==> src/ahm_pkg.sv <==
package ahm_pkg;

	localparam int ANGLE_FRAC_BITS = 8;
	localparam int GAIN_FRAC_BITS  = 16;
	localparam int SHIFT           = ANGLE_FRAC_BITS + GAIN_FRAC_BITS;

	localparam int NUM_AXES   = 3;
	localparam int NUM_MOTORS = 6;
	localparam int AX_ROLL    = 0;
	localparam int AX_PITCH   = 1;
	localparam int AX_YAW     = 2;

	localparam int IN_W    = 17;
	localparam int ERR_W   = 18;
	localparam int DIFF_W  = 19;
	localparam int SUM_W   = 29;
	localparam int SUM_X_W = SUM_W + 1;
	localparam int GAIN_W  = 24;
	localparam int ILIM_W  = 28;
	localparam int OLIM_W  = 15;
	localparam int PWM_W   = 16;
	localparam int CORR_W  = 16;
	localparam int MIX_W   = 19;

	localparam int PKP_W = GAIN_W + ERR_W + 1;
	localparam int PKI_W = GAIN_W + SUM_W + 1;
	localparam int PKD_W = GAIN_W + DIFF_W + 1;
	localparam int ACC_W = 56;
	localparam int QUO_W = ACC_W - SHIFT;

	localparam logic [ACC_W-1:0] DIV_BIAS = {{(ACC_W - SHIFT){1'b0}}, {SHIFT{1'b1}}};

	localparam int NUM_STAGES = 7;
	localparam int IDX_W      = 3;
	localparam int WDATA_W    = 28;
	localparam int S_TDATA_W  = 104;
	localparam int M_TDATA_W  = 144;

	localparam logic [GAIN_W-1:0] KP_RST   = 24'd52429;
	localparam logic [GAIN_W-1:0] KI_RST   = 24'd7;
	localparam logic [GAIN_W-1:0] KD_RST   = 24'd196608;
	localparam logic [ILIM_W-1:0] ILIM_RST = 28'd12800000;
	localparam logic [OLIM_W-1:0] OLIM_RST = 15'd1000;
	localparam logic [PWM_W-1:0]  BASE_RST = 16'd1000;
	localparam logic [PWM_W-1:0]  PMIN_RST = 16'd0;
	localparam logic [PWM_W-1:0]  PMAX_RST = 16'd2000;

	typedef enum logic [IDX_W-1:0] {
		REG_KP         = 3'd0,
		REG_KI_DT      = 3'd1,
		REG_KD_OVER_DT = 3'd2,
		REG_ILIM       = 3'd3,
		REG_OLIM       = 3'd4,
		REG_BASE       = 3'd5,
		REG_PWM_MIN    = 3'd6,
		REG_PWM_MAX    = 3'd7
	} reg_idx_t;

	typedef struct packed {
		logic [GAIN_W-1:0] kp;
		logic [GAIN_W-1:0] ki_dt;
		logic [GAIN_W-1:0] kd_over_dt;
		logic [ILIM_W-1:0] integral_limit;
		logic [OLIM_W-1:0] output_limit;
		logic [PWM_W-1:0]  base_throttle;
		logic [PWM_W-1:0]  pwm_min;
		logic [PWM_W-1:0]  pwm_max;
	} cfg_t;

	typedef struct packed {
		logic [NUM_STAGES:1] ld;
		logic                upd;
	} pipe_ctrl_t;

endpackage

==> src/ahm_mixer.sv <==
module ahm_mixer (
	input  logic                               clk,
	input  ahm_pkg::pipe_ctrl_t                ctrl,
	input  ahm_pkg::cfg_t                      cfg,
	input  logic signed [ahm_pkg::CORR_W-1:0]  corr [ahm_pkg::NUM_AXES],
	output logic [ahm_pkg::M_TDATA_W-1:0]      tdata
);
	import ahm_pkg::*;

	logic signed [MIX_W-1:0]  base;
	logic signed [MIX_W-1:0]  r;
	logic signed [MIX_W-1:0]  p;
	logic signed [MIX_W-1:0]  y;
	logic signed [MIX_W-1:0]  lo;
	logic signed [MIX_W-1:0]  hi;
	logic signed [MIX_W-1:0]  mix_next [NUM_MOTORS];
	logic signed [MIX_W-1:0]  mix_s6 [NUM_MOTORS];
	logic signed [MIX_W-1:0]  clip_hi [NUM_MOTORS];
	logic [PWM_W-1:0]         sat_next [NUM_MOTORS];
	logic signed [CORR_W-1:0] corr_s6 [NUM_AXES];
	logic [PWM_W-1:0]         motor_s7 [NUM_MOTORS];
	logic signed [CORR_W-1:0] corr_s7 [NUM_AXES];

	always_comb begin
		base = $signed(MIX_W'(cfg.base_throttle));
		r    = MIX_W'(corr[AX_ROLL]);
		p    = MIX_W'(corr[AX_PITCH]);
		y    = MIX_W'(corr[AX_YAW]);
		mix_next[0] = base - r - y - p;
		mix_next[1] = base - r - y + p;
		mix_next[2] = base + r + y - p;
		mix_next[3] = base + r + y + p;
		mix_next[4] = base - r + y;
		mix_next[5] = base + r - y;
	end

	// The upper bound is applied first, so an inverted window gives pwm_min.
	always_comb begin
		lo = $signed(MIX_W'(cfg.pwm_min));
		hi = $signed(MIX_W'(cfg.pwm_max));
		for (int i = 0; i < NUM_MOTORS; i++) begin
			clip_hi[i]  = (mix_s6[i] > hi) ? hi : mix_s6[i];
			sat_next[i] = (clip_hi[i] < lo) ? cfg.pwm_min : clip_hi[i][PWM_W-1:0];
		end
	end

	always_ff @(posedge clk) begin
		if (ctrl.ld[6]) begin
			mix_s6  <= mix_next;
			corr_s6 <= corr;
		end
		if (ctrl.ld[7]) begin
			motor_s7 <= sat_next;
			corr_s7  <= corr_s6;
		end
	end

	always_comb begin
		for (int i = 0; i < NUM_MOTORS; i++) begin
			tdata[i*PWM_W +: PWM_W] = motor_s7[i];
		end
		for (int a = 0; a < NUM_AXES; a++) begin
			tdata[NUM_MOTORS*PWM_W + a*CORR_W +: CORR_W] = corr_s7[a];
		end
	end

endmodule

==> config.mk <==
export PLATFORM = sky130hd
export DESIGN_NAME = ahm_mixer
export DESIGN_NICKNAME = d
export VERILOG_FILES = /design/src/ahm_pkg.sv /design/src/ahm_mixer.sv
export SDC_FILE = /design/constraint.sdc
export NUM_CORES = 1
export LEC_CHECK = 0
export BUFFER_PORTS_ARGS = -buffer_cell sky130_fd_sc_hd__buf_2
export CORE_ASPECT_RATIO = 1.25
export CORE_MARGIN = 8
export CORE_UTILIZATION = 40
export CTS_BUF_LIST = sky130_fd_sc_hd__clkbuf_16
export CTS_CLUSTER_DIAMETER = 100
export DETAILED_ROUTE_END_ITERATION = 10
export GPL_TIMING_DRIVEN = 0
export PLACE_DENSITY = 0.61
export SYNTH_ARGS = -nofsm -noshare
export SYNTH_HDL_FRONTEND = slang
export SYNTH_SLANG_ARGS = --single-unit
==> constraint.sdc <==
create_clock -name clk -period 4.96 [get_ports clk]
set_clock_uncertainty 0.05 [all_clocks]
set_input_delay 0.496 -clock clk [delete_from_list [all_inputs] [get_ports clk]]
set_output_delay 0.496 -clock clk [all_outputs]
set_load 0.02 [all_outputs]
==> results of run 1 <==
==> state kept, by name, indices dropped and copies added, names as in the netlist <==
register,count
corr_s6,48
mix_s6,112
tdata,144
==> cells by family (layout without fill, tap and decap cells) <==
group           after synthesis  count (layout)  synth area share
simple gates                520             520             0.109
compound gates              491             491             0.132
fa+ha+maj                   372             372             0.202
flops                       304             304             0.389
buf+inv                     230             622            0.0376
xor+xnor                    156             156            0.0583
mux                         148             148            0.0718
other cells                   0               1                 0
==> metal layers <==
| layer | part of all wire | global-route usage |
|---|---|---|
| met4 | 0.069 | 0.126 |
| met3 | 0.044 | 0.0318 |
| met1 | 0.39 | 0.248 |
| met2 | 0.49 | 0.401 |
| met5 | 0.00017 | 0 |
==> worst register-to-register path, delay by kind of cell, from the launching register on <==
family	cells	cell delay [ns]
compound gates	9	1.82
fa+ha+maj	2	0.62
buf+inv	4	0.73
flops	1	0.42
mux	2	0.71
simple gates	3	0.29
==> worst max-delay path by stage <==
stage,slack (ns),endpoint,from
after global placement,-2.39,tdata[29],cfg[5]
final,0.06,tdata[95],mix_s6[13]
after floorplan,-0.03,mix_s6[113],corr[34]
after global routing,-0.12,mix_s6[94],cfg[32]
after detailed placement,-2.43,tdata[78],cfg[15]
after CTS,-0.1,tdata[22],mix_s6[80]
==> cells in the mapped netlist, drive strengths merged, types with 6 or more instances <==
master / n
ha: 362
edfxtp: 304
inv: 174
nor2: 155
a21oi: 149
mux2: 135
o21ai: 122
xnor2: 106
nand2: 101
nor3: 54
a21o: 52
xor2: 50
nor2b: 46
clkbuf: 44
nand2b: 39
o21bai: 36
nand3: 34
nand4: 24
or3: 22
o21a: 19
o211ai: 17
a31oi: 13
mux2i: 13
a211oi: 12
buf: 12
o41ai: 11
fa: 10
and3: 9
nor4: 9
o31ai: 9
o31a: 8
a221oi: 6
==> area by class of cell <==
cell class / instances / area share
Clock inverter: 24 / 0.00633
Inverter: 174 / 0.0225
Multi-Input combinational cell: 1687 / 0.513
Tap cell: 757 / 0.0324
Sequential cell: 304 / 0.312
Clock buffer: 35 / 0.0299
Buffer: 38 / 0.0101
Antenna cell: 1 / 0.0000855
Timing Repair Buffer: 351 / 0.0736
==> per-stage QoR <==
step | instance area [sq um] | total power, W | hold WS [ns] | TNS [ns]
after global routing | 29300 | 0.0176 | 0.0997 | -0.795
final | 29300 | 0.0166 | 0.114 | 0
after CTS | 28200 | 0.0159 | 0.0905 | -0.786
after detailed placement | 25700 | 0.0124 | 0.355 | -210.53
after global placement | 25600 | 0.0123 | 0.351 | -207.71
after floorplan | 23500 | 0.00972 | 0.350 | -0.0287
==> what timing repair did <==
action / 4_1_cts / 5_1_grt
setup buffers: 57 / 52
gates resized for setup: 197 / 176
cloned: 2 / 1
pin swaps: 59 / 81
hold buffers: 0 / 0
setup endpoints to repair: 122 / 115
==> power breakdown <==
part           switching, W  total [W]  internal [W]  leakage (nW)
sequential         0.000468    0.00435       0.00388          2.98
combinational       0.00555    0.00981       0.00427          9.01
clock               0.00108    0.00243       0.00135         0.530
total               0.00709     0.0166       0.00950          12.5
==> metrics.txt, run 1 <==
register area=a little over 9000 sq um; DR pass1 iterations=5; clock sink total=304; first-pass GRT wire length=roughly 110 mm; Fin. Hold Viols=0; vias per cell=5.41; syn_area_per_cell=10.6 sq um; most frequent cells in the layout=ha_1 (320), edfxtp_1 (304), buf_2 (241); final instance count without filler cells=roughly 3400; Clk Latency, worst-skew pair=0.57 ns; Achievable Freq=204 MHz; Synth Cell Area=23400 sq um; Final Critical Period=4.90 ns; layout cells sized above 1=0.295; Routed Antenna Nets=0; core footprint=58200 sq um; Tot GR Track Use=0.222; status=finished clean; Setup crit start kind=flip-flop; initial antenna violation count=2; commonest non-fill, non-tap cell in the layout=ha_1; Max VDD drop=around 0.37 mV; Routed WL per cell=22.9 microns; slowest CP cell=a221oi_4; Min-Delay Path Class=in -> reg; main flop type after synthesis=edfxtp_1; placed cell count=3221; port buffer count=241; Worst path top cell family by delay=compound AO/OA/AOI/OAI gates; Worst Hold Path Cells=1; Worst Path Max Fanout=10; worst relative slew slack=0.161; Max Cap Viol=0; leakage=12.5 nW; Post-synth EDFFs=approximately 300; Distinct cells, synth=70; final worst setup slack=0.0616 ns; initial DRC count=1018; CP endpoint kind=flip-flop; area occupied by multi-input gates=15000 sq um; Buf/Inv on CP=4; worst reg2reg startpoint=mix_s6[13]; vias in the first global route=19100; CTS buffer count=34; residual DRC count=0; chip height=about 290 microns; Syn-to-layout area delta=24.9%; Seq/Total Area, Yosys=0.389; RSZ-0062 raised after global routing=true; synthesized instance count=2221; setup violators final=0; P per Cell Area=567 nW/um^2; Reg clk slew, reported paths=~0.060 ns; CP max stage delay=about 0.50 ns; Crit Path Class=reg -> reg; cells along the critical path=ha_1 -> a21o_1 -> a21o_1 -> a221oi_4 -> o31ai_2 -> o21a_1 -> clkbuf_4 -> buf_8 -> mux2_2 -> ha_1 -> a21oi_1 -> nor2b_1 -> o21ai_0 -> nand2b_1 -> a21oi_1 -> nor2_1 -> a211oi_4 -> buf_4 -> buf_4 -> mux2_2; Slew Viols, Final=0; clock root cell=clkbuf_16; grt ovf=0; Core Rows=99; IO Count=between 300 and 400; R2R depth=20; Detailed Place HPWL=62.0 mm; Final Cycle Share=0.988; Synth area leader=edfxtp_1; Die Span X=233 microns; FFs w/ async S/R, synth=0; CP required=around 5.2 ns; H-tree Lvls=2; hold wc startpoint=corr[45]; largest net degree at the start of global routing=106; CTS tree=built; worst slew pin tran=1.23 ns; Initial Utilization=0.403; Syn Nets=2813; critical path depth=20; ranking of synthesized cells by area=edfxtp_1 (39%), ha_1 (19%), mux2_2 (6.1%); Routed Wire Length=slightly below 80 mm; worst path arrival time=between 5 and 6 ns; R2R setup slack=0.06 ns; hold endpoint=corr_s6[45]; Yosys top cell area share=0.389; die area=between 60000 and 70000 sq um; Reg2Reg Capture Point=tdata[95]; Yosys reg bits=a little over 300; Max Root-Sink Buffers=3; FILL cells=5261; NumNets Final=3182; Util after Layout=0.503; GPL Wtd Cong=0.957; Vias=18200; Ys Warns=0; pre-CTS setup slack=-2.43 ns
Power figures use the tool's default switching activity.
==> inputs of run 2 (changes only) <==
- REMOVE_ABC_BUFFERS: not set -> 1
==> run 2 against run 1 <==
Against the previous run: utilization shrank 1.1 points; cell count shrank 1.8%; critical path type unchanged; flip-flop and latch count is the same; largest power group unchanged; first-iteration DRC count grew 0.39%; maximum frequency shrank 0.66%; via count shrank 0.33%.
==> metrics.txt, run 2 (synthesis results as in run 1) <==
RSZ-0062 raised after global routing=true; initial DRC count=1022; Achievable Freq=around 200 MHz; P per Cell Area=559 nW/um^2; grt ovf=0; first-pass GRT wire length=107 mm; most frequent cells in the layout=ha_1 (324), edfxtp_1 (304), buf_2 (235); Routed Wire Length=73.8 mm; worst slew pin tran=0.995 ns; Largest register FFs=roughly 140; residual DRC count=0; clock root cell=clkbuf_16; leakage=12.3 nW; NumNets Final=3122; Post-CTS Hold Fix Bufs=0; clock sink total=around 300; Fin. Hold Viols=0; Core Rows=99; Detailed Place HPWL=59.5 mm; worst relative slew slack=0.320; CP endpoint kind=flip-flop; Max Cap Viol=0; status=finished clean; CTS tree=built; Reg clk slew, reported paths=around 0.060 ns; Syn-to-layout area delta=22.2%; layout cells sized above 1=0.270; vias in the first global route=between 15000 and 20000; port buffer count=242; Worst Path Max Fanout=6; TNS Setup=0 ns; Util after Layout=0.492; Slew Viols, Final=0; Final Cycle Share=0.994; Max Root-Sink Buffers=3; die area=66700 sq um; GPL Wtd Cong=about 0.96; Max VDD drop=0.303 mV; hold endpoint=corr_s6[43]; Clk Latency, worst-skew pair=0.55 ns; Die Span X=233 microns; CTS buffer count=34; worst path arrival time=5.19 ns; Routed Antenna Nets=0; Tot GR Track Use=0.209; worst reg2reg startpoint=mix_s6[80]; CP required=5.22 ns; Routed WL per cell=22.3 microns; initial antenna violation count=3; largest net degree at the start of global routing=approximately 100; Min-Delay Path Class=in -> reg; Setup crit start kind=flip-flop; vias per cell=5.49; chip height=between 200 and 300 microns; DR pass1 iterations=5; Reg2Reg Capture Point=tdata[31]; Vias=18200; hold wc startpoint=corr[43]; core footprint=between 50000 and 60000 sq um; setup violators final=0; R2R setup slack=about 0.029 ns; Worst Hold Path Cells=1; IO Count=between 300 and 400; R2R depth=19; Crit Path Class=reg -> reg; Initial Utilization=0.403; Final Critical Period=between 4 and 5 ns; hold slack=between 0.1 and 0.15 ns; commonest non-fill, non-tap cell in the layout=ha_1; FILL cells=5360; H-tree Lvls=2
run 2: layout make-up:
type                    count  area, sq um  area share
multi-input cells        1688        14800       0.515
clock inverters            24          235     0.00821
repair buffers            328         2060      0.0720
well taps                 757          947      0.0331
clock buffers              34          851      0.0297
diodes                      2         5.00    0.000175
flip-flops and latches    304         9130       0.319
inverters                 174          656      0.0229
run 2: critical path, stage by stage (launching register included):
cell and delay (ns):
edfxtp_1 0.44, ha_4 0.27, a21o_1 0.15, a21o_1 0.16, a21oi_2 0.20, o21ai_4 0.13, a2111oi_4 0.41, a221oi_4 0.13
buf_6 0.18, mux2_4 0.32, ha_4 0.24, a21o_1 0.19, a21oi_2 0.14, o21bai_2 0.13, a221oi_4 0.49, o21ai_2 0.15
nor4_2 0.19, a21o_4 0.24, buf_12 0.15, mux2_4 0.31
run 2: what timing repair did:
item | in CTS | in global routing
buffers inserted | 27 | 51
endpoints found under the hold margin | 0 | 0
pin swaps | 27 | 74
gates cloned | 1 | 1
resized for setup | 111 | 159
setup endpoints to repair | 123 | 98
run 2: per-stage QoR:
stage | power, W | cells | setup WS [ns] | cell area (sq um)
finish | 0.0160 | 3311 | 0.0288 | 28700
global route | 0.0170 | 3310 | -0.0683 | 28700
CTS | 0.0154 | 3258 | -0.0106 | 27500
detailed placement | 0.0123 | 3172 | -2.43 | 25600
global placement | 0.0121 | 3164 | -3.46 | 25400
floorplan | 0.00964 | 2165 | -0.829 | 23200
run 2: where the power goes:
part           total [W]  internal [W]  switching, W
Clock            0.00248       0.00146       0.00102
Sequential       0.00432       0.00388      0.000435
Combinational    0.00922       0.00396       0.00525
run 2: metal layers:
metal | GRT usage | vias to the layer above | part of all wire
li1 | - | 8749 | -
met1 | 0.236 | 8731 | 0.40
met2 | 0.382 | 536 | 0.50
met3 | 0.0258 | 150 | 0.042
met4 | 0.106 | 2 | 0.057
met5 | 0 | - | 0.00018
run 2: worst max-delay path by stage:
stage / from / endpoint / slack (ns) / cells after the start
after floorplan: cfg[4] / tdata[10] / -0.83 / 17
after global placement: cfg[4] / tdata[0] / -3.46 / 18
after detailed placement: cfg[6] / tdata[31] / -2.43 / 18
after CTS: corr[34] / mix_s6[94] / -0.01 / 24
after global routing: corr[32] / mix_s6[75] / -0.07 / 22
final: mix_s6[80] / tdata[31] / 0.03 / 19
==> inputs of run 3 (changes only) <==
- ABC_AREA: not set -> 1
==> run 3 against run 2 <==
Against the previous run: critical path type is now in -> reg; register-to-register slack improved by 0.41 ns; count of clock-buffer cells in the layout rose by 1; cell count rose by 17%; clock power rose by 8.1%; sequential power rose by 1%; combinational power fell by 5.7%; flip-flop and latch count did not move; via count rose by 13%; critical path depth rose by 6; die area rose by 4.2%; sequential share of layout area rose by 0.44 points; synthesized cell count rose by 29%.
==> metrics.txt, run 3 <==
initial DRC count=approximately 1100; Vias=a little over 20000; clock root cell=clkbuf_16; Ys Warns=0; first-pass GRT wire length=116 mm; worst slew pin tran=0.843 ns; Area after DPL=26400 sq um; CTS buffer count=35; Max VDD drop=0.301 mV; final worst setup slack=0.0764 ns; Min-Delay Path Class=in -> reg; main flop type after synthesis=edfxtp_1; final instance count without filler cells=3878; largest net degree at the start of global routing=123; Top Usage Layer GRT=met2; leakage=13.1 nW; cell with the most instances after synthesis=nand2_1; FILL cells=5969; Achievable Freq=205 MHz; placed cell count=3802; Initial Utilization=0.404; core footprint=about 60000 sq um; TNS Setup=0 ns; setup violators final=0; IO Count=about 360; Final Cycle Share=0.985; grt met2 use=0.381; worst relative slew slack=0.437; Setup crit start kind=primary input; layout cells sized above 1=0.150; chip height=293 microns; Synth Cell Area=24500 sq um; H-tree Lvls=2; Detailed Place HPWL=~64 mm; Slew Viols, Final=0; top post-synthesis cells by count=nand2_1 (634), ha_1 (362), inv_1 (305); synthesized instance count=2866; Worst Path Max Fanout=8; NumNets Final=3671; port buffer count=242; Reg clk slew, reported paths=around 0.06 ns; Routed Antenna Nets=0; DR pass1 iterations=5; Post-CTS Hold Fix Bufs=0; R2R depth=17; Clk Latency, worst-skew pair=approximately 0.58 ns; Tot GR Track Use=0.216; Routed WL per cell=about 20 microns; Max Root-Sink Buffers=3; die area=69500 sq um; pre-CTS setup slack=-0.881 ns; CP endpoint kind=flip-flop; GPL Wtd Cong=0.956; clock sink total=around 300; design area=~28000 sq um; Worst Hold Path Cells=1; initial antenna violation count=3; met3 Use GR=0.0335; Die Span X=237 microns; total power=0.0158 W; Distinct cells, synth=52; met1 GRT Util=0.247; Routed Wire Length=77.6 mm; Post-synth EDFFs=304; RSZ-0062 raised after global routing=true; grt ovf=0; Crit Path Class=in -> reg; CTS tree=built; Yosys top cell area share=0.373; P per Cell Area=between 500 and 600 nW/um^2; most frequent cells in the layout=nand2_1 (630), ha_1 (333), inv_1 (305); Max Cap Viol=0; Final Critical Period=4.88 ns; commonest non-fill, non-tap cell in the layout=nand2_1; ranking of synthesized cells by area=edfxtp_1 (37%), ha_1 (18%), nand2_1 (9.7%); status=finished clean; vias in the first global route=20200; residual DRC count=0; Fin. Hold Viols=0; Syn-to-layout area delta=15.4%; Core Rows=101; Yosys reg bits=304; CP required=5.21 ns; FFs w/ async S/R, synth=0; Largest register FFs=approximately 140; Synth area leader=edfxtp_1; worst path arrival time=slightly above 5 ns; Seq/Total Area, Yosys=0.373; vias per cell=approximately 5.3; syn_area_per_cell=8.55 sq um
## run 3: cell count changes after synthesis, moves of 92 or more
cell and change:
nand2_1 +533, nand3_1 +153, inv_1 +131, mux2_2 -126, a21oi_1 +98, xor2_1 +92
## run 3: metrics by stage
stage | utilization | hold WS [ns]
2_1_floorplan | - | 0.350
3_3_place_gp | 0.434 | 0.351
3_5_place_dp | 0.435 | 0.355
4_1_cts | 0.456 | 0.0483
5_1_grt | 0.466 | 0.0728
6_report | 0.466 | 0.0862
## run 3: critical path, cell delays in order
cell      delay, ns
buf_2          0.10
inv_1          0.04
ha_1           0.24
fa_2           0.40
o31ai_1        0.38
xor2_1         0.22
inv_1          0.12
ha_1           0.36
a21oi_1        0.16
o21ai_1        0.11
nand2_1        0.07
o211ai_1       0.14
a31oi_2        0.34
o31ai_1        0.13
xor2_1         0.16
buf_4          0.16
ha_2           0.42
inv_1          0.09
a21oi_1        0.19
o21ai_0        0.11
a21oi_1        0.17
nand2_1        0.09
a31oi_2        0.20
nand3b_1       0.14
nand2_1        0.10
## run 3: logic make-up (layout without fill, tap and decap cells)
logic type      Yosys count  in the layout  synth area share
compound gates          541            541             0.122
fa+ha+maj               372            372             0.193
simple gates           1098           1098             0.193
flops                   304            304             0.373
xor+xnor                157            157            0.0561
buf+inv                 394            631            0.0632
other cells               0              3                 0
## run 3: path summary, 6_finish.rpt
path | startpoint | to | slack [ns]
max | cfg[32] | mix_s6[94] | 0.08
min | corr[37] | corr_s6[37] | 0.09
max reg2reg | mix_s6[56] | tdata[57] | 0.44
min reg2reg | corr_s6[6] | tdata[134] | 0.36
## run 3: layer usage
layer,wire (microns),vias up
li1,-,10300
met1,31600,9379
met2,37300,631
met3,3750,184
met4,4940,0
met5,0,-
## run 3: repair_timing
action,in CTS,in global routing
buffers inserted,3,9
resized for setup,19,112
pin swaps,5,20
endpoints found under the setup margin,8,25
hold endpoints to repair,0,0
## run 3: where the power goes
part	total [W]	internal, W	switching, W	leakage [nW]
logic	0.00869	0.00292	0.00577	9.54
registers	0.00438	0.00399	0.000393	2.99
clock network	0.00268	0.00157	0.00111	0.574
total	0.0158	0.00848	0.00728	13.1
## run 3: final cells by class
cell class              count  area (sq um)  area share
flip-flops and latches    304          9130       0.323
repair buffers            256          1370      0.0486
inverters                 314          1180      0.0417
clock buffers              35           876      0.0310
diodes                      3          7.51    0.000266
multi-input cells        2168         14400       0.511
clock inverters            26           293      0.0104
well taps                 772           966      0.0342
